### config.mk
export PLATFORM = sky130hd
export DESIGN_NAME = gcpd_front
export DESIGN_NICKNAME = d
export VERILOG_FILES = /design/src/rtl/gcpd_pkg.sv /design/src/rtl/gcpd_front.sv
export SDC_FILE = /design/constraint.sdc
export NUM_CORES = 2
export LEC_CHECK = 0
export ABC_AREA = 1
export BUFFER_PORTS_ARGS = -buffer_cell sky130_fd_sc_hd__buf_2
export CAP_MARGIN = 20
export CORE_ASPECT_RATIO = 1.5
export CORE_UTILIZATION = 40
export CTS_BUF_LIST = sky130_fd_sc_hd__clkbuf_16
export CTS_CLUSTER_DIAMETER = 30
export DETAILED_ROUTE_END_ITERATION = 16
export MAX_ROUTING_LAYER = met4
export SKIP_LAST_GASP = 1
export SLEW_MARGIN = 20
export SYNTH_ARGS = -nofsm -noshare
export SYNTH_HDL_FRONTEND = slang
export SYNTH_SLANG_ARGS = --single-unit
### constraint.sdc
create_clock -name i_clk -period 7.6 [get_ports i_clk]
set_clock_uncertainty 0.1 [all_clocks]
set_input_delay 0.38 -clock i_clk [delete_from_list [all_inputs] [get_ports i_clk]]
set_output_delay 0.38 -clock i_clk [all_outputs]
set_load 0.03 [all_outputs]
### src/rtl/gcpd_pkg.sv
// Shared types and constants for the grid cell point dedup block.
package gcpd_pkg;

    localparam int COORD_W = 24;
    localparam int TAG_W = 32;
    localparam int SCALE_W = 24;
    localparam int KEY_SHIFT = 24;
    localparam logic [SCALE_W-1:0] SCALE_RESET = 24'd65536;

    typedef struct packed {
        logic signed [COORD_W-1:0] pos_x;
        logic signed [COORD_W-1:0] pos_y;
        logic signed [COORD_W-1:0] pos_z;
        logic [TAG_W-1:0]          point_tag;
        logic                      last_point;
    } t_point_in;

    typedef struct packed {
        logic signed [COORD_W-1:0] kept_x;
        logic signed [COORD_W-1:0] kept_y;
        logic signed [COORD_W-1:0] kept_z;
        logic [TAG_W-1:0]          kept_tag;
        logic                      end_of_list;
        logic                      overflowed;
    } t_point_out;

    typedef struct packed {
        logic signed [COORD_W-1:0] x;
        logic signed [COORD_W-1:0] y;
        logic signed [COORD_W-1:0] z;
        logic [TAG_W-1:0]          tag;
    } t_entry;

    typedef struct packed {
        logic signed [COORD_W-1:0] key_x;
        logic signed [COORD_W-1:0] key_z;
        t_entry                    pt;
        logic                      last;
    } t_work;

    typedef enum logic [2:0] {
        ST_IDLE,
        ST_MATCH,
        ST_READ,
        ST_UPDATE,
        ST_EMIT
    } t_back_state;

endpackage

### src/rtl/gcpd_front.sv
// Front stage: accepts points, computes cell keys, hands work to the queue.
module gcpd_front
    import gcpd_pkg::*;
(
    input  logic                 i_clk,
    input  logic                 i_rst_n,
    input  logic                 start,
    output logic                 busy,
    input  t_point_in            i_point,
    input  logic                 i_cfg_we,
    input  logic [SCALE_W-1:0]   i_cfg_data,
    input  logic                 i_q_full,
    output logic                 o_push,
    output t_work                o_work
);

    localparam int PROD_W = COORD_W + SCALE_W + 1;

    logic [SCALE_W-1:0]       r_scale;
    logic                     r_fv;
    logic signed [PROD_W-1:0] r_px;
    logic signed [PROD_W-1:0] r_pz;
    t_entry                   r_pt;
    logic                     r_last;
    logic                     accept;
    logic signed [SCALE_W:0]  scale_s;

    assign o_push  = r_fv && !i_q_full;
    assign busy    = r_fv && !o_push;
    assign accept  = start && !busy;
    assign scale_s = $signed({1'b0, r_scale});

    always_ff @(posedge i_clk) begin
        if (!i_rst_n) begin
            r_scale <= SCALE_RESET;
            r_fv    <= 1'b0;
        end else begin
            if (i_cfg_we) begin
                r_scale <= i_cfg_data;
            end
            if (accept) begin
                r_fv <= 1'b1;
            end else if (o_push) begin
                r_fv <= 1'b0;
            end
        end
    end

    always_ff @(posedge i_clk) begin
        if (accept) begin
            r_px   <= PROD_W'(i_point.pos_x * scale_s);
            r_pz   <= PROD_W'(i_point.pos_z * scale_s);
            r_pt   <= '{x: i_point.pos_x, y: i_point.pos_y, z: i_point.pos_z,
                        tag: i_point.point_tag};
            r_last <= i_point.last_point;
        end
    end

    assign o_work.key_x = r_px[KEY_SHIFT +: COORD_W];
    assign o_work.key_z = r_pz[KEY_SHIFT +: COORD_W];
    assign o_work.pt    = r_pt;
    assign o_work.last  = r_last;

endmodule

Yosys cells after proc, flatten, opt, wreduce, memory -nomap -nowiden
Cells that the tools add are included.
- multiply operators: 2
- muxes and demuxes: 2
- reduce and logical (&&, ||, !) cells: 7
- operator list (kind ; number):
    $mul A24 B25 Y48 ; 2
    $logic_and A1 B1 Y1 ; 3
    $logic_not A1 Y1 ; 3
    $mux W1 ; 2
    $reduce_bool A2 Y1 ; 1
- flip-flop bits (word level): 226
- bits of input ports: 134
- output and inout bits: 155

Longest topological paths before layout
- word-level depth: 7
- depth in mapped cells: 29

Worst setup path after synthesis
Ideal clock, no wire load.
- kind: input -> register
- from: input i_q_full
- to: register r_pt (netlist bit o_work[100]), enable pin
- setup time: 0.668 ns
- arrival: 6.985 ns
- required time: 6.832 ns
- setup slack: -0.153 ns
- stages: 3
- buffers on the path: 0
- cells stage by stage: nand2_1 > inv_1 > nor2_1
- longest elaborated chain between the ends: 6
- ends and longest elaborated chain (item ; RTL line ; text):
    start: declaration ; gcpd_front.sv:12 ; input logic i_q_full,
    $logic_not A1 Y1 ; gcpd_front.sv:28 ; assign o_push = r_fv && !i_q_full;
    $logic_and A1 B1 Y1 ; gcpd_front.sv:28 ;
    $logic_not A1 Y1 ; gcpd_front.sv:29 ; assign busy = r_fv && !o_push;
    $logic_and A1 B1 Y1 ; gcpd_front.sv:29 ;
    named net busy ; gcpd_front.sv:8 ; output logic busy,
    $logic_not A1 Y1 ; gcpd_front.sv:30 ; assign accept = start && !busy;
    $logic_and A1 B1 Y1 ; gcpd_front.sv:30 ;
    named net accept ; gcpd_front.sv:25 ; logic accept;
    end signal: assignment ; gcpd_front.sv:53 ; r_pt <= '{x: i_point.pos_x, y: i_point.pos_y, z: i_point.pos_z,
    end: declaration ; gcpd_front.sv:23 ; t_entry r_pt;
The timed path passes the listed nets, and every way through them passes these cells.
A chain may end at the register's enable or synchronous reset.

Final worst setup path
- from: register r_scale[20]
- to: register r_pz[42] (data pin)
- longest elaborated chain between the ends: 1
- ends and longest elaborated chain (item ; RTL line ; text):
    start: declaration ; gcpd_front.sv:19 ; logic [SCALE_W-1:0] r_scale;
    start signal: assignment ; gcpd_front.sv:39 ; r_scale <= i_cfg_data;
    $mul A24 B25 Y48 ; gcpd_front.sv:52 ; r_pz <= PROD_W'(i_point.pos_z * scale_s);
    end signal: assignment ; gcpd_front.sv:52 ;
    end: declaration ; gcpd_front.sv:22 ; logic signed [PROD_W-1:0] r_pz;
Every way passes these cells.

==> report_table.html <==
<table>
<tr><th>Metric</th><th>Value</th></tr>
<tr><th colspan="2">Status</th></tr>
<tr><td>Result of the run</td><td>finished clean</td></tr>
<tr><th colspan="2">Clock tree</th></tr>
<tr><td>Clock-pin slew reported for the worst setup and hold paths after clock tree synthesis</td><td>0.09 ns</td></tr>
<tr><td>CTS sink cnt</td><td>178</td></tr>
<tr><td>Maximum clock insertion buffer count</td><td>2</td></tr>
<tr><td>Total of hold buffers inserted after clock tree synthesis</td><td>77</td></tr>
<tr><td>Clock root buffer</td><td>sky130_fd_sc_hd__clkbuf_16</td></tr>
<tr><td>Post-CTS setup repair buffer count</td><td>0</td></tr>
<tr><td>Total number of H-tree levels</td><td>4</td></tr>
<tr><td>Clock tree from TritonCTS</td><td>built</td></tr>
<tr><td>Post-CTS resize count</td><td>0</td></tr>
<tr><td>Insertion delay of the later-clocked pin in the worst-skew pair</td><td>0.56 ns</td></tr>
<tr><td>Total clock buffers created by CTS</td><td>17</td></tr>
<tr><th colspan="2">Global routing</th></tr>
<tr><td>Antenna violations before repair</td><td>2</td></tr>
<tr><td>Wire length of the first global-routing pass</td><td>221 mm</td></tr>
<tr><td>Vias in the first global route</td><td>40100</td></tr>
<tr><td>Global router's overall resource usage</td><td>26.3%</td></tr>
<tr><td>Remaining global-route overflow</td><td>0</td></tr>
<tr><td>Largest net degree at the start of global routing</td><td>112</td></tr>
<tr><th colspan="2">Setup path</th></tr>
<tr><td>CP arrival</td><td>7.33 ns</td></tr>
<tr><td>Critical Path Fanout Max</td><td>24</td></tr>
<tr><td>R2r worst-path depth</td><td>21</td></tr>
<tr><td>Critical path's slowest cell</td><td>sky130_fd_sc_hd__dfxtp_2</td></tr>
<tr><td>Data required time at the worst endpoint</td><td>7.78 ns</td></tr>
<tr><td>Number of logic stages on the critical path including buffering</td><td>21</td></tr>
<tr><td>Buf/Inv on CP</td><td>6</td></tr>
<tr><td>CP startpoint kind</td><td>flip-flop</td></tr>
<tr><td>Cells along the critical path</td><td>buf_4 &gt; nand2_1 &gt; fa_1 &gt; inv_1 &gt; fa_1 &gt; inv_1 &gt; fa_1 &gt; inv_1 &gt; fa_1 &gt; fa_1 &gt; fa_1 &gt; inv_1 &gt; fa_1 &gt; inv_1 &gt; ha_1 &gt; a21oi_1 &gt; o21ai_0 &gt; a21oi_1 &gt; o21a_1 &gt; nand3_1 &gt; xor2_1</td></tr>
<tr><td>Worst Path Class, Setup</td><td>reg2reg</td></tr>
<tr><td>Critical path's top delay family</td><td>adder cells</td></tr>
<tr><td>Highest cell delay on the worst timing path</td><td>0.77 ns</td></tr>
<tr><td>Worst path most repeated cell</td><td>sky130_fd_sc_hd__fa_1</td></tr>
<tr><td>Type of destination of the critical path</td><td>flip-flop</td></tr>
<tr><th colspan="2">Timing</th></tr>
<tr><td>Highest clock frequency the design can meet</td><td>140 MHz</td></tr>
<tr><td>Slew headroom</td><td>39.7%</td></tr>
<tr><td>Worst-margin pin slew</td><td>0.904 ns</td></tr>
<tr><td>Final worst slack</td><td>0.449 ns</td></tr>
<tr><td>Accumulated negative setup slack</td><td>0 ns</td></tr>
<tr><td>Max Slew Vio Count</td><td>0</td></tr>
<tr><td>Final setup violation count</td><td>0</td></tr>
<tr><td>Post-route clock period utilization</td><td>94.1%</td></tr>
<tr><td>Setup repair after global routing missed its margin</td><td>no</td></tr>
<tr><td>Final Hold Viols</td><td>0</td></tr>
<tr><td>Fin crit period</td><td>7.15 ns</td></tr>
<tr><th colspan="2">Floorplan</th></tr>
<tr><td>Die area</td><td>115000 µm²</td></tr>
<tr><td>Chip Height</td><td>414 µm</td></tr>
<tr><td>Ports placed on the boundary</td><td>289</td></tr>
<tr><td>Core Region</td><td>112000 µm²</td></tr>
<tr><td>Initial core utilization</td><td>40.5%</td></tr>
<tr><td>Width of the die</td><td>277 µm</td></tr>
<tr><td>Number of core rows</td><td>150</td></tr>
<tr><th colspan="2">Yosys</th></tr>
<tr><td>Flip-flop and latch count after synthesis</td><td>178</td></tr>
<tr><td>Number of synthesized flops with an enable pin</td><td>153</td></tr>
<tr><td>Syn Nets</td><td>7074</td></tr>
<tr><td>Cell accounting for the most synthesized area</td><td>sky130_fd_sc_hd__fa_1</td></tr>
<tr><td>Avg Cell Area, Syn</td><td>8.10 µm²</td></tr>
<tr><td>Compound-cell area share of the yosys netlist</td><td>3.14%</td></tr>
<tr><td>Adder-cell area share of the yosys netlist</td><td>53.1%</td></tr>
<tr><td>Area of the mapped netlist</td><td>45300 µm²</td></tr>
<tr><td>Number of library cell types mapped by synthesis</td><td>38</td></tr>
<tr><td>Area share of the largest cell type after synthesis</td><td>42.5%</td></tr>
<tr><td>Leading cell types by total area after synthesis</td><td>sky130_fd_sc_hd__fa_1 43%, sky130_fd_sc_hd__inv_1 15%, sky130_fd_sc_hd__nand2_1 12%</td></tr>
<tr><td>Share of synthesized flip-flops with an asynchronous set or reset</td><td>0%</td></tr>
<tr><td>Cells after synthesis</td><td>5594</td></tr>
<tr><td>Post-synthesis mux area share</td><td>0%</td></tr>
<tr><td>Area share of and/or/nand/nor cells after synthesis</td><td>15.3%</td></tr>
<tr><td>Dominant combinational cell family by area after synthesis</td><td>adder cells</td></tr>
<tr><td>Synth warnings</td><td>0</td></tr>
<tr><td>Dominant synthesized flop cell</td><td>sky130_fd_sc_hd__edfxtp_1</td></tr>
<tr><td>Share of synthesized area occupied by flip-flops and latches</td><td>11.2%</td></tr>
<tr><td>Xor-xnor portion of the synthesized cell area</td><td>0.677%</td></tr>
<tr><th colspan="2">Placement</th></tr>
<tr><td>Placed insts</td><td>7227</td></tr>
<tr><td>Buffers on Ports</td><td>288</td></tr>
<tr><td>Global placer's final weighted congestion</td><td>1.02</td></tr>
<tr><td>Worst slack at placement</td><td>0.526 ns</td></tr>
<tr><td>Cell area reported after detailed placement</td><td>48800 µm²</td></tr>
<tr><td>Post-detail-place hpwl</td><td>118 mm</td></tr>
<tr><th colspan="2">Min path</th></tr>
<tr><td>Worst min path class</td><td>in2reg</td></tr>
<tr><td>Worst hold path cell count</td><td>3</td></tr>
<tr><th colspan="2">Cells and area</th></tr>
<tr><td>Layout net count</td><td>7359</td></tr>
<tr><td>Post-Layout Cell Count</td><td>7338</td></tr>
<tr><td>Proportion of layout cells with a drive suffix above 1</td><td>8.27%</td></tr>
<tr><td>P&amp;R area growth vs syn</td><td>10.7%</td></tr>
<tr><td>Layout fillers</td><td>11200</td></tr>
<tr><td>Final design area excluding fillers</td><td>50200 µm²</td></tr>
<tr><th colspan="2">Flow run</th></tr>
<tr><td>Max-cap violations</td><td>0</td></tr>
<tr><th colspan="2">Routing</th></tr>
<tr><td>First-pass iteration count of the detailed router</td><td>6</td></tr>
<tr><td>Number of routed nets with antenna violations</td><td>0</td></tr>
<tr><td>Detail-routed net length per standard cell</td><td>19.2 µm</td></tr>
<tr><td>Final WL</td><td>141 mm</td></tr>
<tr><td>First DRT Iteration DRCs</td><td>1699</td></tr>
<tr><td>Post-route DRC</td><td>0</td></tr>
<tr><td>Number of vias in the routed layout</td><td>36100</td></tr>
<tr><td>Via-to-Cell Ratio</td><td>4.91</td></tr>
</table>
==> cell usage in the layout, fill, tap and decap left out, drive strengths merged, types with 3 or more instances in the layout <==
| master | synthesis | routed |
|---|---|---|
| inv | 1763 | 1775 |
| nand2 | 1454 | 1454 |
| fa | 962 | 962 |
| buf | 47 | 412 |
| ha | 384 | 384 |
| nor2 | 225 | 225 |
| edfxtp | 153 | 153 |
| a21oi | 129 | 129 |
| o21ai | 91 | 91 |
| dlygate4sd3 | 0 | 77 |
| nand3 | 66 | 66 |
| dfxtp | 25 | 25 |
| xor2 | 19 | 19 |
| nand4 | 17 | 17 |
| clkbuf | 176 | 17 |
| xnor2 | 16 | 16 |
| nor3 | 14 | 14 |
| o21a | 12 | 12 |
| o21bai | 11 | 11 |
| a21o | 11 | 11 |
| a31oi | 4 | 4 |
| or2 | 4 | 4 |
| nor4 | 4 | 4 |
| a21boi | 3 | 3 |
==> final cells by class <==
class / instances / area (µm²) / share of cell area (%)
Antenna cell: 2 / 5.00 / 0.00998
Clock buffer: 17 / 425 / 0.848
Clock inverter: 15 / 155 / 0.309
Inverter: 1763 / 6620 / 13.2
Multi-Input combinational cell: 3430 / 32700 / 65.3
Sequential cell: 178 / 5120 / 10.2
Tap cell: 1444 / 1810 / 3.60
Timing Repair Buffer: 489 / 3280 / 6.54
==> state kept, by name, indices dropped and copies added (netlist names) <==
register  count
o_work      104
r_px         24
r_pz         24
r_scale      24
r_fv          1
r_last        1
==> synthesized netlist by cell type, drive strengths merged, types with 2 or more instances <==
master,number
buf,47
nand4,17
xor2,19
nor2,225
nand2,1454
nand3,66
a21o,11
a21boi,3
o21a,12
o21bai,11
nor4,4
a31oi,4
and3,2
ha,384
a21oi,129
xnor2,16
dfxtp,25
clkbuf,176
edfxtp,153
o21ai,91
or2,4
nor3,14
inv,1763
fa,962
==> final timing paths <==
kind / start / to / slack (ns)
max: r_scale[20] / r_pz[42] / 0.45
min: i_cfg_data[16] / r_scale[16] / 0.06
max reg2reg: r_scale[20] / r_pz[42] / 0.45
min reg2reg: r_scale[9] / r_scale[9] / 0.71
==> metrics by stage <==
stage                     hold WS [ns]  util [%]
after floorplan                  0.350         -
after global placement           0.367      43.6
after detailed placement         0.368      43.6
after CTS                      0.00838      44.8
after global routing            0.0402      44.8
final                           0.0587      44.8
==> worst reg2reg max path: stages, from the launching register on <==
cell                      delay (ns)
sky130_fd_sc_hd__dfxtp_2        0.77
sky130_fd_sc_hd__buf_4          0.41
sky130_fd_sc_hd__nand2_1        0.12
sky130_fd_sc_hd__fa_1           0.55
sky130_fd_sc_hd__inv_1          0.05
sky130_fd_sc_hd__fa_1           0.53
sky130_fd_sc_hd__inv_1          0.05
sky130_fd_sc_hd__fa_1           0.50
sky130_fd_sc_hd__inv_1          0.05
sky130_fd_sc_hd__fa_1           0.55
sky130_fd_sc_hd__fa_1           0.44
sky130_fd_sc_hd__fa_1           0.49
sky130_fd_sc_hd__inv_1          0.05
sky130_fd_sc_hd__fa_1           0.47
sky130_fd_sc_hd__inv_1          0.04
sky130_fd_sc_hd__ha_1           0.34
sky130_fd_sc_hd__a21oi_1        0.28
sky130_fd_sc_hd__o21ai_0        0.24
sky130_fd_sc_hd__a21oi_1        0.24
sky130_fd_sc_hd__o21a_1         0.17
sky130_fd_sc_hd__nand3_1        0.21
sky130_fd_sc_hd__xor2_1         0.21
==> cells by family (layout without fill, tap and decap cells) <==
kind of cell / count (synthesis) / after routing
buffers and inverters: 1986 / 2284
other: 0 / 2
DFF: 178 / 178
adders and majority gates: 1346 / 1346
AOI/OAI and AO/OA: 262 / 262
xor gates and xnor gates: 35 / 35
and+or+nand+nor: 1787 / 1787
==> per-layer routing <==
layer | share of wire, % | global-route usage [%] | up-vias
met3 | 4.3 | 2.38 | 369
met4 | 5.4 | 13.7 | 0
li1 | - | - | 16400
met1 | 35 | 26.6 | 18200
met5 | 0 | - | -
met2 | 55 | 49.7 | 1118
Power is left out: the tool's default activity adds up to more than one toggle a clock period on the data nets, which glitch-free logic cannot reach.
