### src/rtl/gcpd_pkg.sv
// Shared types and constants for the grid cell point dedup block.
package gcpd_pkg;

    localparam int COORD_W = 24;
    localparam int TAG_W = 32;
    localparam int SCALE_W = 24;
    localparam int KEY_SHIFT = 24;
    localparam logic [SCALE_W-1:0] SCALE_RESET = 24'd65536;

    typedef struct packed {
        logic signed [COORD_W-1:0] pos_x;
        logic signed [COORD_W-1:0] pos_y;
        logic signed [COORD_W-1:0] pos_z;
        logic [TAG_W-1:0]          point_tag;
        logic                      last_point;
    } t_point_in;

    typedef struct packed {
        logic signed [COORD_W-1:0] kept_x;
        logic signed [COORD_W-1:0] kept_y;
        logic signed [COORD_W-1:0] kept_z;
        logic [TAG_W-1:0]          kept_tag;
        logic                      end_of_list;
        logic                      overflowed;
    } t_point_out;

    typedef struct packed {
        logic signed [COORD_W-1:0] x;
        logic signed [COORD_W-1:0] y;
        logic signed [COORD_W-1:0] z;
        logic [TAG_W-1:0]          tag;
    } t_entry;

    typedef struct packed {
        logic signed [COORD_W-1:0] key_x;
        logic signed [COORD_W-1:0] key_z;
        t_entry                    pt;
        logic                      last;
    } t_work;

    typedef enum logic [2:0] {
        ST_IDLE,
        ST_MATCH,
        ST_READ,
        ST_UPDATE,
        ST_EMIT
    } t_back_state;

endpackage

### src/rtl/gcpd_queue.sv
// Two-entry queue between front and back stages.
module gcpd_queue
    import gcpd_pkg::*;
(
    input  logic  i_clk,
    input  logic  i_rst_n,
    input  logic  i_push,
    input  t_work i_work,
    input  logic  i_pop,
    output logic  o_full,
    output logic  o_empty,
    output t_work o_work
);

    t_work       r_buf [2];
    logic        r_wp;
    logic        r_rp;
    logic [1:0]  r_cnt;

    assign o_full  = (r_cnt == 2'd2);
    assign o_empty = (r_cnt == 2'd0);
    assign o_work  = r_buf[r_rp];

    always_ff @(posedge i_clk) begin
        if (!i_rst_n) begin
            r_wp  <= 1'b0;
            r_rp  <= 1'b0;
            r_cnt <= 2'd0;
        end else begin
            if (i_push) begin
                r_wp <= ~r_wp;
            end
            if (i_pop) begin
                r_rp <= ~r_rp;
            end
            r_cnt <= r_cnt + 2'(i_push) - 2'(i_pop);
        end
    end

    always_ff @(posedge i_clk) begin
        if (i_push) begin
            r_buf[r_wp] <= i_work;
        end
    end

endmodule

### config.mk
export PLATFORM = sky130hd
export DESIGN_NAME = gcpd_queue
export DESIGN_NICKNAME = d
export VERILOG_FILES = /design/src/rtl/gcpd_pkg.sv /design/src/rtl/gcpd_queue.sv
export SDC_FILE = /design/constraint.sdc
export NUM_CORES = 1
export LEC_CHECK = 0
export BUFFER_PORTS_ARGS = -buffer_cell sky130_fd_sc_hd__clkbuf_2
export CORE_MARGIN = 5
export CORE_UTILIZATION = 47
export DETAILED_ROUTE_END_ITERATION = 10
export PLACE_DENSITY = 0.78
export SLEW_MARGIN = 20
export SYNTH_ARGS = -nofsm -noshare
export SYNTH_HDL_FRONTEND = slang
export SYNTH_SLANG_ARGS = --single-unit
### constraint.sdc
create_clock -name i_clk -period 7.6 [get_ports i_clk]
set_clock_uncertainty 0.05 [all_clocks]
set_input_delay 0.76 -clock i_clk [delete_from_list [all_inputs] [get_ports i_clk]]
set_output_delay 0.76 -clock i_clk [all_outputs]
set_load 0.01 [all_outputs]
Word level (Yosys, flattened, before mapping)
Memory sizes are Yosys's and may differ from the RTL's. A register that Yosys moved wholly into a read port is not among the register bits. Index checks and enable logic that the tools add are counted.

Equality and inequality tests: 1. Bitwise logic cells: 2. Reduce and logical (&&, ||, !) cells: 1. Shifts and indexed selects: 0. Mux-type cells: 4. Magnitude comparators: 0. $add $sub $neg: 2. Multipliers: 0. Divide/modulo/power cells: 0.

Operator list (count): $mux 1 (4); $add 2x1->2 (1); $eq 2x2->1 const B (1); $logic_not 2->1 (1); $not 1->1 (2); $sub 2x1->2 (1).

Output and inout port bits: 155. Bits in registers: 4. Bits in latches: 0. Memory bits (writable): 306. Memory bits (read-only): 0. Memories kept: 1. Logic and storage cells: 14.

Memory list: r_buf (depth 2, width 153, read ports 1, clocked after memory_dff 1, write ports 1, RTL line gcpd_queue.sv:15) `t_work r_buf [2];`.

Depth between registers and ports, before layout
Gate-level depths: netlist of the first run.

Word-level depth: 3. Depth in mapped cells: 6. Depth with buffers taken out: 6.

Least setup slack after synthesis of the first run
OpenSTA, ideal clock, no wires.

Path kind: input-to-reg. Start point: input i_push. End point: memory r_buf[0][0] (netlist name), enable pin. Library setup time: 0.686 ns. Data required time: 6.864 ns. Arrival time: 7.407 ns. Path buffers: 0. Stages: 1. Slack: -0.543 ns. Cell sequence: nor2b_1.

Longest elaborated chain between the ends: 2.

Ends and longest elaborated chain: start, declared (RTL line gcpd_queue.sv:7) `input logic i_push,`; $mux 1 (RTL line gcpd_queue.sv:41) `if (i_push) begin`; $mux 1 (implied by the code) (RTL line gcpd_queue.sv:42) `r_buf[r_wp] <= i_work;`; end, declared (RTL line gcpd_queue.sv:15).

No other way between the ends.

==> metrics.txt, run 1 <==
Max VDD drop=0.208 mV; top cell type's share of synthesized area=79.6%; Min Clock Period, post-route=~3.7 ns; antenna violations before repair=1; clk_lat worst skew=0.53 ns; most common library cells after synthesis=306 x edfxtp_1, 83 x mux2_2, 70 x mux2_4; vias per cell=4.88; clk sink count=311; Switch Pwr=825 uW; CTS Buf Count=30; GRT Total Usage=between 10% and 20%; setup TNS=0 ns; root buf cell=clkbuf_16; FF-to-FF Start=r_wp$_SDFFE_PN0P_; nature of the critical path endpoint=output port; R2R cell count=2; clock network fraction of total power=36.5%; Final Cycle Share=approximately half; post-route ant nets=0; synthesized area=roughly 0.012 mm^2; syn_nets=between 600 and 700; DR pass1 iterations=5; asr flop ratio synth=0%; Final GP Congestion=between 0.7 and 0.8; post-DP HPWL=between 15000 and 20000 um; Crit Path Category=flop to output port; Die ar.=0.0278 mm^2; logic gate share of total power=10.6%; status=completed; final wirelength=22600 um; max cap viols=0; synthesized area per cell=23.2 um^2; area delta synth->final=24.4%; Yosys cell types=14; # setup viols final=0; setup ws final=between 3 and 4 ns; cts repair resizes=0; Crit path required time=between 6 and 7 ns; pwr dens=around 270 mW/mm^2; Slew @ Worst Pin=between 1 and 1.5 ns; core box area=0.0242 mm^2; Synth Instances=497; max-slew violations=0; reg2reg end=r_buf[1][95]$_DFFE_PP_; Post-synth EDFFs=306; ratio of cells with drive above 1 in the final layout=60.6%; Synth area leaders=edfxtp_1 80%, mux2_4 9.1%, mux2_2 8.1%, buf_6 0.88%, dfxtp_1 0.87%; area leader, netlist=edfxtp_1; Hold-fix buffers, CTS=0; synthesis-stage register bit count=about 310; CTS tree=done; H-tree levels=1; Peak Freq=approximately 270 MHz; static leakage=around 0.0056 uW; Clock transition at path regs=~0.060 ns; slew margin rel.=27.0%; grt ovf=0; sequential share of power=a little over half; drt drc=0; first-pass GRT wire length=34800 um; detailed-route wire length per cell=19.2 um; number of DRC markers in iteration 0=347; Final Net Count=988; hold path depth=1; vias in the first global route=6245; switching share of power=a little over a fifth; HP Class=input pin to flop; row count=57; Seq/Total Area, Yosys=80.5%; count leader, synth=edfxtp_1; Starting Density=between 40% and 50%; n_diodes=0; Die H=between 150 and 200 um; reg2reg setup slack=between 5 and 6 ns; critical path endpoint=o_work[17]; clk buf depth=3; Pint=3000 uW; postcts setup bufs=0; via count=5740; crit path DAT=2.86 ns; largest net degree at the start of global routing=82; post-placement setup slack=4.47 ns; worst-path maximum fanout=52; Port Buf Inserts=311; total I/O pin count=312; Die Wd=167 um; hold slack=0.359 ns; final hold vios=0; RSZ-0062 raised after global routing=false; yosys warns=0; crit path launch type=flop; Synth Flop Type=edfxtp_1
-- placed cells by master (no fill, tap or decap), types with 3 or more instances in the layout --
cell / netlist / routed
and2_1: 4 / 3
clkbuf_16: 0 / 31
clkinv_2: 0 / 8
mux2_4: 70 / 70
clkinv_1: 0 / 8
clkbuf_1: 0 / 4
edfxtp_1: 306 / 306
nor2b_1: 4 / 3
dfxtp_1: 5 / 4
mux2_2: 83 / 83
clkbuf_2: 0 / 311
buf_4: 0 / 6
-- how the worst min path moves through the flow --
stage | slack, ns | from | end
5_1_grt | 0.32 | i_work[83] | r_buf[1][83]$_DFFE_PP_
6_report | 0.36 | i_work[83] | r_buf[0][83]$_DFFE_PP_
3_3_place_gp | 0.50 | r_rp$_SDFFE_PN0P_ | flop
4_1_cts | 0.32 | i_work[83] | r_buf[0][83]$_DFFE_PP_
3_5_place_dp | 0.52 | r_rp$_SDFFE_PN0P_ | flop
2_1_floorplan | 0.50 | r_rp$_SDFFE_PN0P_ | flop
-- registers in the layout (all words and copies together) (netlist names), named ones only --
| name | flops |
|---|---|
| r_rp | 1 |
| r_wp | 1 |
| r_cnt | 2 |
| r_buf | 306 |
-- area by class of cell --
| class | instances | area [um^2] |
|---|---|---|
| Fill cell | 1834 | 9890 |
| Sequential cell | 311 | 9290 |
| Multi-Input combinational cell | 167 | 2110 |
| Timing Repair Buffer | 317 | 1600 |
| Clock buffer | 35 | 791 |
| Tap cell | 324 | 405 |
| Clock inverter | 20 | 148 |
| Inverter | 2 | 7.51 |
-- power by group through the flow --
stage          registers, uW  logic, uW  clock network (uW)
3_3_place_gp            2050        404                   0
4_1_cts                 2020        415                1440
3_5_place_dp            2060        411                   0
5_1_grt                 2030        437                1520
2_1_floorplan           2050        254                   0
6_report                2020        406                1400
-- routing by layer --
layer  routed length, um  up-vias  global-route usage [%]
met4                 512        2                    4.13
met1                8730     2805                    19.5
met3                1910       36                    4.72
met2               11500      247                    27.1
li1                    -     2650                       -
met5                  11        -                       0
-- logic make-up after synthesis --
| logic type | Yosys count | share of synthesized area, % |
|---|---|---|
| AO/OA/AOI/OAI | 1 | 0.0651 |
| XOR/XNOR | 2 | 0.271 |
| adder cells (fa/ha/maj) | 2 | 0.217 |
| buffers and inverters | 19 | 1.29 |
| flip-flops | 311 | 80.5 |
| multiplexers | 153 | 17.2 |
| AND/OR/NAND/NOR | 9 | 0.466 |
-- critical path: stages (launching register included) --
cell and delay [ns]:
dfxtp_4 0.86, buf_4 0.82, mux2_2 0.42, clkbuf_2 0.13
-- per-stage QoR --
stage	power [uW]	std cells	cell area [um^2]	util [%]
floorplan	2300	497	11500	-
detailed placement	2470	1121	13400	55.3
global route	3990	1176	14400	59.2
CTS	3870	1176	14400	59.2
finish	3820	1176	14400	59.2
global placement	2450	1121	13400	55.3
Note: power is estimated with default switching activity, not from simulation.
==> run 2: changes to the inputs <==
clock period = 3 ns   (was 7.6 ns; I/O delays follow)
==> run 2 against run 1 <==
Effect of this change:
- sequential share of layout area is 6.9 points lower
- count of clock-buffer cells in the layout rose by 12
- total power increased to 2.6 times the previous value
- wire length rose by 17%
- worst hold slack worse by 0.28 ns
- flip-flop and latch count unchanged
- non-clock buffer count up 158
- global-route usage is 2.8 points higher
- critical path type unchanged
==> metrics.txt, run 2 (synthesis results as in run 1) <==
status=completed (unchanged); Clock transition at path regs=0.06 ns (about the same); ratio of cells with drive above 1 in the final layout=51.0% (was 60.6%); Crit Path Category=flop to output port (unchanged); commonest non-fill, non-tap cells in the layout=311 x clkbuf_2, 306 x edfxtp_1, 154 x dlygate4sd3_1 (was 311 x clkbuf_2, 306 x edfxtp_1, 83 x mux2_2); # setup viols final=0 (unchanged); fin area=0.0161 mm^2 (was 0.0144 mm^2); post-route ant nets=0 (unchanged); area post-placement=0.0135 mm^2 (was 0.0134 mm^2); Min Clock Period, post-route=roughly 2.5 ns; placed instance count=1125 (was 1121); Port Buf Inserts=311 (unchanged); max cap viols=0 (unchanged); clk sink count=311 (unchanged); drt drc=0 (unchanged); register area=0.00929 mm^2 (unchanged); row count=57 (unchanged); DR pass1 iterations=6 (was 5); Final Cycle Share=82.0%; Die H=167 um (unchanged); Largest Register=r_buf (unchanged); number of DRC markers in iteration 0=432 (was 347); worst-path maximum fanout=28 (was 52); HP Class=input pin to flop (unchanged); CTS tree=done (unchanged); via count=6541 (was 5740); RSZ-0062 raised after global routing=false (unchanged); vias in the first global route=7173 (was 6245); slew margin rel.=66.4% (was 27.0%); detailed-route wire length per cell=19.7 um (was 19.2 um); max-slew violations=0 (unchanged); max reg flops=306 (unchanged); antenna violations before repair=4 (was 1); area taken by multi-input logic gates=0.00211 mm^2 (unchanged); final hold vios=0 (unchanged); Final Net Count=1147 (was 988); Final Core Density=66.3% (was 59.2%); first-pass GRT wire length=41100 um (was 34800 um); Final GP Congestion=0.778 (was 0.774); vias per cell=4.89 (was 4.88); core box area=0.0242 mm^2 (unchanged); grt ovf=0 (unchanged); GRT Total Usage=18.5% (was 15.7%); crit path launch type=flop (unchanged); CTS Buf Count=31 (was 30); Peak Freq=around 410 MHz; Die ar.=0.0278 mm^2 (unchanged); clk_lat worst skew=0.54 ns (was 0.53 ns); Top Registers=r_buf x306, r_cnt x2 (unchanged); pwr dens=628 mW/mm^2 (was 266 mW/mm^2); H-tree levels=1 (unchanged); non-filler instance count after layout=1338 (was 1176); Slew @ Worst Pin=0.504 ns (was 1.10 ns); root buf cell=clkbuf_16 (unchanged); final wirelength=26400 um (was 22600 um); crit path DAT=2.11 ns (was 2.86 ns); cts repair resizes=0 (unchanged); FILL cells=1557 (was 1834); nature of the critical path endpoint=output port (unchanged); Max VDD drop=0.531 mV (was 0.208 mV); area delta synth->final=39.2% (was 24.4%); commonest non-fill, non-tap cell in the layout=clkbuf_2 (unchanged); Die Wd=167 um (unchanged); static leakage=0.00631 uW (was 0.00561 uW); largest net degree at the start of global routing=85 (was 82); total I/O pin count=312 (unchanged); Crit path required time=2.65 ns (was 6.79 ns); clk buf depth=3 (unchanged); Starting Density=47.6% (unchanged); post-DP HPWL=15500 um (was 15400 um)
run 2: cell types whose count changed in the layout (fill, tap and decap cells not counted), sizes merged:
cell | previous run | this run
buf | 6 | 10
dlygate4sd3 | 0 | 154
diode | 0 | 3
clkbuf | 346 | 358
bufinv | 2 | 3
clkinv | 16 | 4
run 2: final timing paths:
path                startpoint                     end  slack (ns)  cells past startpoint
max                       flop              o_work[56]        0.54                      3
min                      i_pop                    flop        0.08                      3
max reg2reg  r_wp$_SDFFE_PN0P_  r_buf[1][77]$_DFFE_PP_        1.25                      2
min reg2reg  r_rp$_SDFFE_PN0P_                    flop        0.55                      2
run 2: metal layers:
layer / part of all wire [%] / GRT usage, % / up-vias / wire length (um)
met5: 0.042 / 0 / - / 11
met4: 2.7 / 4.94 / 2 / 701
met3: 6.9 / 5.19 / 54 / 1810
met2: 53 / 33.5 / 273 / 13900
met1: 38 / 21.9 / 3239 / 9990
li1: - / - / 2973 / -
run 2: cell type report:
type,instances,share of cell area (%)
Tap cell,324,2.52
Timing Repair Buffer,475,20.3
Multi-Input combinational cell,167,13.2
Clock buffer,47,5.33
Clock inverter,9,0.786
Inverter,2,0.0467
Antenna cell,3,0.0467
Sequential cell,311,57.8
run 2: metrics by stage:
step | TNS (ns) | power [uW] | hold slack (ns) | worst slack (ns)
finish | 0 | 10100 | 0.0758 | 0.539
detailed placement | 0 | 6270 | 0.442 | 1.09
CTS | 0 | 10100 | 0.0432 | 0.505
floorplan | -13.67 | 5810 | 0.349 | -0.0893
global route | 0 | 10500 | 0.0578 | 0.436
global placement | 0 | 6240 | 0.439 | 1.11
run 2: report_power, final:
group,switching (uW),internal [uW]
logic,594,666
registers,83.2,5030
clock network,1500,2220
run 2: critical path, stage by stage (launching register included):
cell	delay, ns
dfxtp_4	0.67
buf_4	0.37
mux2_2	0.39
clkbuf_2	0.13
run 2: what timing repair did:
item                                   4_1_cts  5_1_grt
buffers inserted                             0        0
setup endpoints to repair                    0        0
hold buffers                               154        0
endpoints found under the hold margin      311        0
==> run 3: changes to the inputs <==
ABC_AREA = 1   (was unset)
CORE_UTILIZATION = 52   (was 47)
PLACE_DENSITY = 0.81   (was 0.78)
clock period = 2.5 ns   (was 3 ns; I/O delays follow)
==> run 3 against run 2 <==
Effect of this change:
- largest cell class unchanged
- critical endpoint is now o_work[152]
- register-to-register slack worse by 0.36 ns
- cell count is 2.0% lower
- largest power group unchanged
- synthesized cell count is 2.4% higher
- core utilization is 7.6 points higher
- critical path depth stayed put
- flip-flop and latch count stayed put
- sequential share of layout area is 0.21 points lower
==> metrics.txt, run 3 <==
Port Buf Inserts=311 (unchanged); Post-synth EDFFs=306 (unchanged); commonest non-fill, non-tap cell in the layout=clkbuf_2 (unchanged); largest family of logic cells by synthesized area=multiplexers (unchanged); syn_nets=668 (was 656); root buf cell=clkbuf_16 (unchanged); area post-placement=0.0136 mm^2 (was 0.0135 mm^2); HP Class=input pin to flop (unchanged); number of DRC markers in iteration 0=298 (was 432); pwr dens=752 mW/mm^2 (was 628 mW/mm^2); ratio of cells with drive above 1 in the final layout=51.5% (was 51.0%); Top Metal Used=met5 (unchanged); post-placement setup slack=0.703 ns (was 1.09 ns); Die Wd=159 um (was 167 um); routed length on met3=1640 um (was 1810 um); post-DP HPWL=15800 um (was 15500 um); DR pass1 iterations=4 (was 6); final wirelength=27600 um (was 26400 um); synthesis-stage register bit count=311 (unchanged); Top Registers=r_buf x306, r_cnt x2 (unchanged); Yosys cell types=12 (was 14); commonest non-fill, non-tap cells in the layout=311 x clkbuf_2, 306 x edfxtp_1, 156 x dlygate4sd3_1 (was 311 x clkbuf_2, 306 x edfxtp_1, 154 x dlygate4sd3_1); clk buf depth=3 (unchanged); nature of the critical path endpoint=output port (unchanged); simple-gate share of the synthesized area=0.596% (was 0.466%); crit path cell chain=buf_12, mux2_2, clkbuf_2 (was buf_4, mux2_2, clkbuf_2); setup ws final=0.135 ns (was 0.539 ns); Die H=159 um (was 167 um); area leader, netlist=edfxtp_1 (unchanged); static leakage=0.00640 uW (was 0.00631 uW); Crit Path Category=flop to output port (unchanged); worst-path maximum fanout=35 (was 28); xor/xnor share of the synthesized area=0% (was 0.271%); synthesized area per cell=22.7 um^2 (was 23.2 um^2); # setup viols final=0 (unchanged); mux cell area share after synthesis=17.2% (unchanged); post-synthesis compound-gate area fraction=0.0434% (was 0.0650%); RSZ-0062 raised after global routing=false (unchanged); met2 WL=14900 um (was 13900 um); max-slew violations=0 (unchanged); max reg flops=306 (unchanged); H-tree levels=1 (unchanged); area delta synth->final=39.8% (was 39.2%); crit path DAT=2.06 ns (was 2.11 ns); largest net degree at the start of global routing=76 (was 85); Clock transition at path regs=0.07 ns (was 0.06 ns); antenna violations before repair=1 (was 4); Synth Instances=509 (was 497); postcts setup bufs=0 (unchanged); vias per cell=5.05 (was 4.89); Die ar.=0.0253 mm^2 (was 0.0278 mm^2); Crit path required time=2.20 ns (was 2.65 ns); Seq/Total Area, Yosys=80.5% (unchanged); FILL cells=1228 (was 1557); Synth area leaders=edfxtp_1 80%, mux2_4 9.1%, mux2_2 8.1%, buf_6 0.88%, dfxtp_1 0.87% (unchanged); Synth Flop Type=edfxtp_1 (unchanged); GRT Total Usage=21.1% (was 18.5%); Max VDD drop=0.682 mV (was 0.531 mV); post-route ant nets=0 (unchanged); Synth Area in Adders=0.217% (unchanged); Final Net Count=1167 (was 1147); Min Clock Period, post-route=approximately 2.4 ns; detailed-route wire length per cell=21.0 um (was 19.7 um); Final Cycle Share=a little over nine tenths; drt drc=0 (unchanged); yosys warns=0 (unchanged); slew margin rel.=63.2% (was 66.4%); met1 wire length=10500 um (was 9990 um); Starting Density=52.9% (was 47.6%); clk_lat worst skew=0.54 ns (about the same); most common library cells after synthesis=306 x edfxtp_1, 83 x mux2_2, 70 x mux2_4 (unchanged); row count=54 (was 57); top cell type's share of synthesized area=79.6% (unchanged); count leader, synth=edfxtp_1 (unchanged); max cap viols=0 (unchanged); crit path launch type=flop (unchanged); first-pass GRT wire length=42500 um (was 41100 um); clk sink count=311 (unchanged); asr flop ratio synth=0% (unchanged); Largest Register=r_buf (unchanged); FF-to-FF Start=r_wp$_SDFFE_PN0P_ (unchanged); Max stage delay on crit path=0.70 ns (was 0.67 ns); worst min-delay path startpoint=i_work[151] (was i_pop); CTS tree=done (unchanged); Peak Freq=423 MHz; status=completed (unchanged); n_diodes=0 (was 3); Final GP Congestion=0.756 (was 0.778); final hold vios=0 (unchanged); total I/O pin count=312 (unchanged); via count=6624 (was 6541); fin area=0.0161 mm^2 (about the same); core box area=0.0218 mm^2 (was 0.0242 mm^2); CTS Buf Count=30 (was 31); vias in the first global route=7370 (was 7173); Slew @ Worst Pin=0.552 ns (was 0.504 ns); synthesized area=0.0115 mm^2 (unchanged); Critical Path Slowest Stage Cell=dfxtp_4 (unchanged); grt ovf=0 (unchanged)
## run 3: critical path: cells and delay by family (launching register included)
kind	cells	cell delay (ns)
buffers and inverters	2	0.42
muxes	1	0.36
DFF	1	0.70
## run 3: final timing paths
check	endpoint	slack, ns	cells past startpoint
max	o_work[152]	0.14	3
min	r_buf[1][151]$_DFFE_PP_	0.39	2
max reg2reg	r_buf[0][96]$_DFFE_PP_	0.89	2
min reg2reg	r_rp$_SDFFE_PN0P_	0.46	2
## run 3: layout make-up
type	instances	area [um^2]	area share, %
clock buffer	36	795	4.93
sequential	311	9290	57.6
tap	280	350	2.17
timing repair buffer	484	3350	20.7
clock inverter	19	220	1.37
multi-input combinational	174	2090	13.0
inverter	7	30.0	0.186
## run 3: layer usage
layer | vias to the layer above | track usage, %
met1 | 3300 | 25.6
li1 | 3017 | -
met5 | - | 0
met4 | 2 | 4.77
met2 | 269 | 38.7
met3 | 36 | 4.66
## run 3: report_power, final
part           switching, uW  leakage (uW)  internal, uW  total [uW]
Sequential              97.9       0.00291          6040        6140
Clock                   1820      0.000498          2770        4590
Combinational            668       0.00299           727        1390
## run 3: cells by family (layout without fill, tap and decap cells)
logic type,count (synthesis),after routing
compound gates,1,1
simple gates,18,18
flops,311,311
mux,153,153
buf+inv,24,546
fa+ha+maj,2,2
## run 3: per-stage QoR
step | cells | setup TNS (ns) | util [%] | total power, uW | hold slack, ns
global route | 1311 | 0 | 73.9 | 12600 | 0.382
finish | 1311 | 0 | 73.9 | 12100 | 0.394
CTS | 1311 | 0 | 73.9 | 12200 | 0.367
detailed placement | 1100 | 0 | 62.1 | 7410 | 0.392
floorplan | 509 | -177.10 | - | 6880 | 0.293
global placement | 1100 | 0 | 62.1 | 7360 | 0.388
## run 3: what timing repair did
item,CTS,global route
hold endpoints to repair,311,0
hold buffers,156,0
resized for setup,0,0
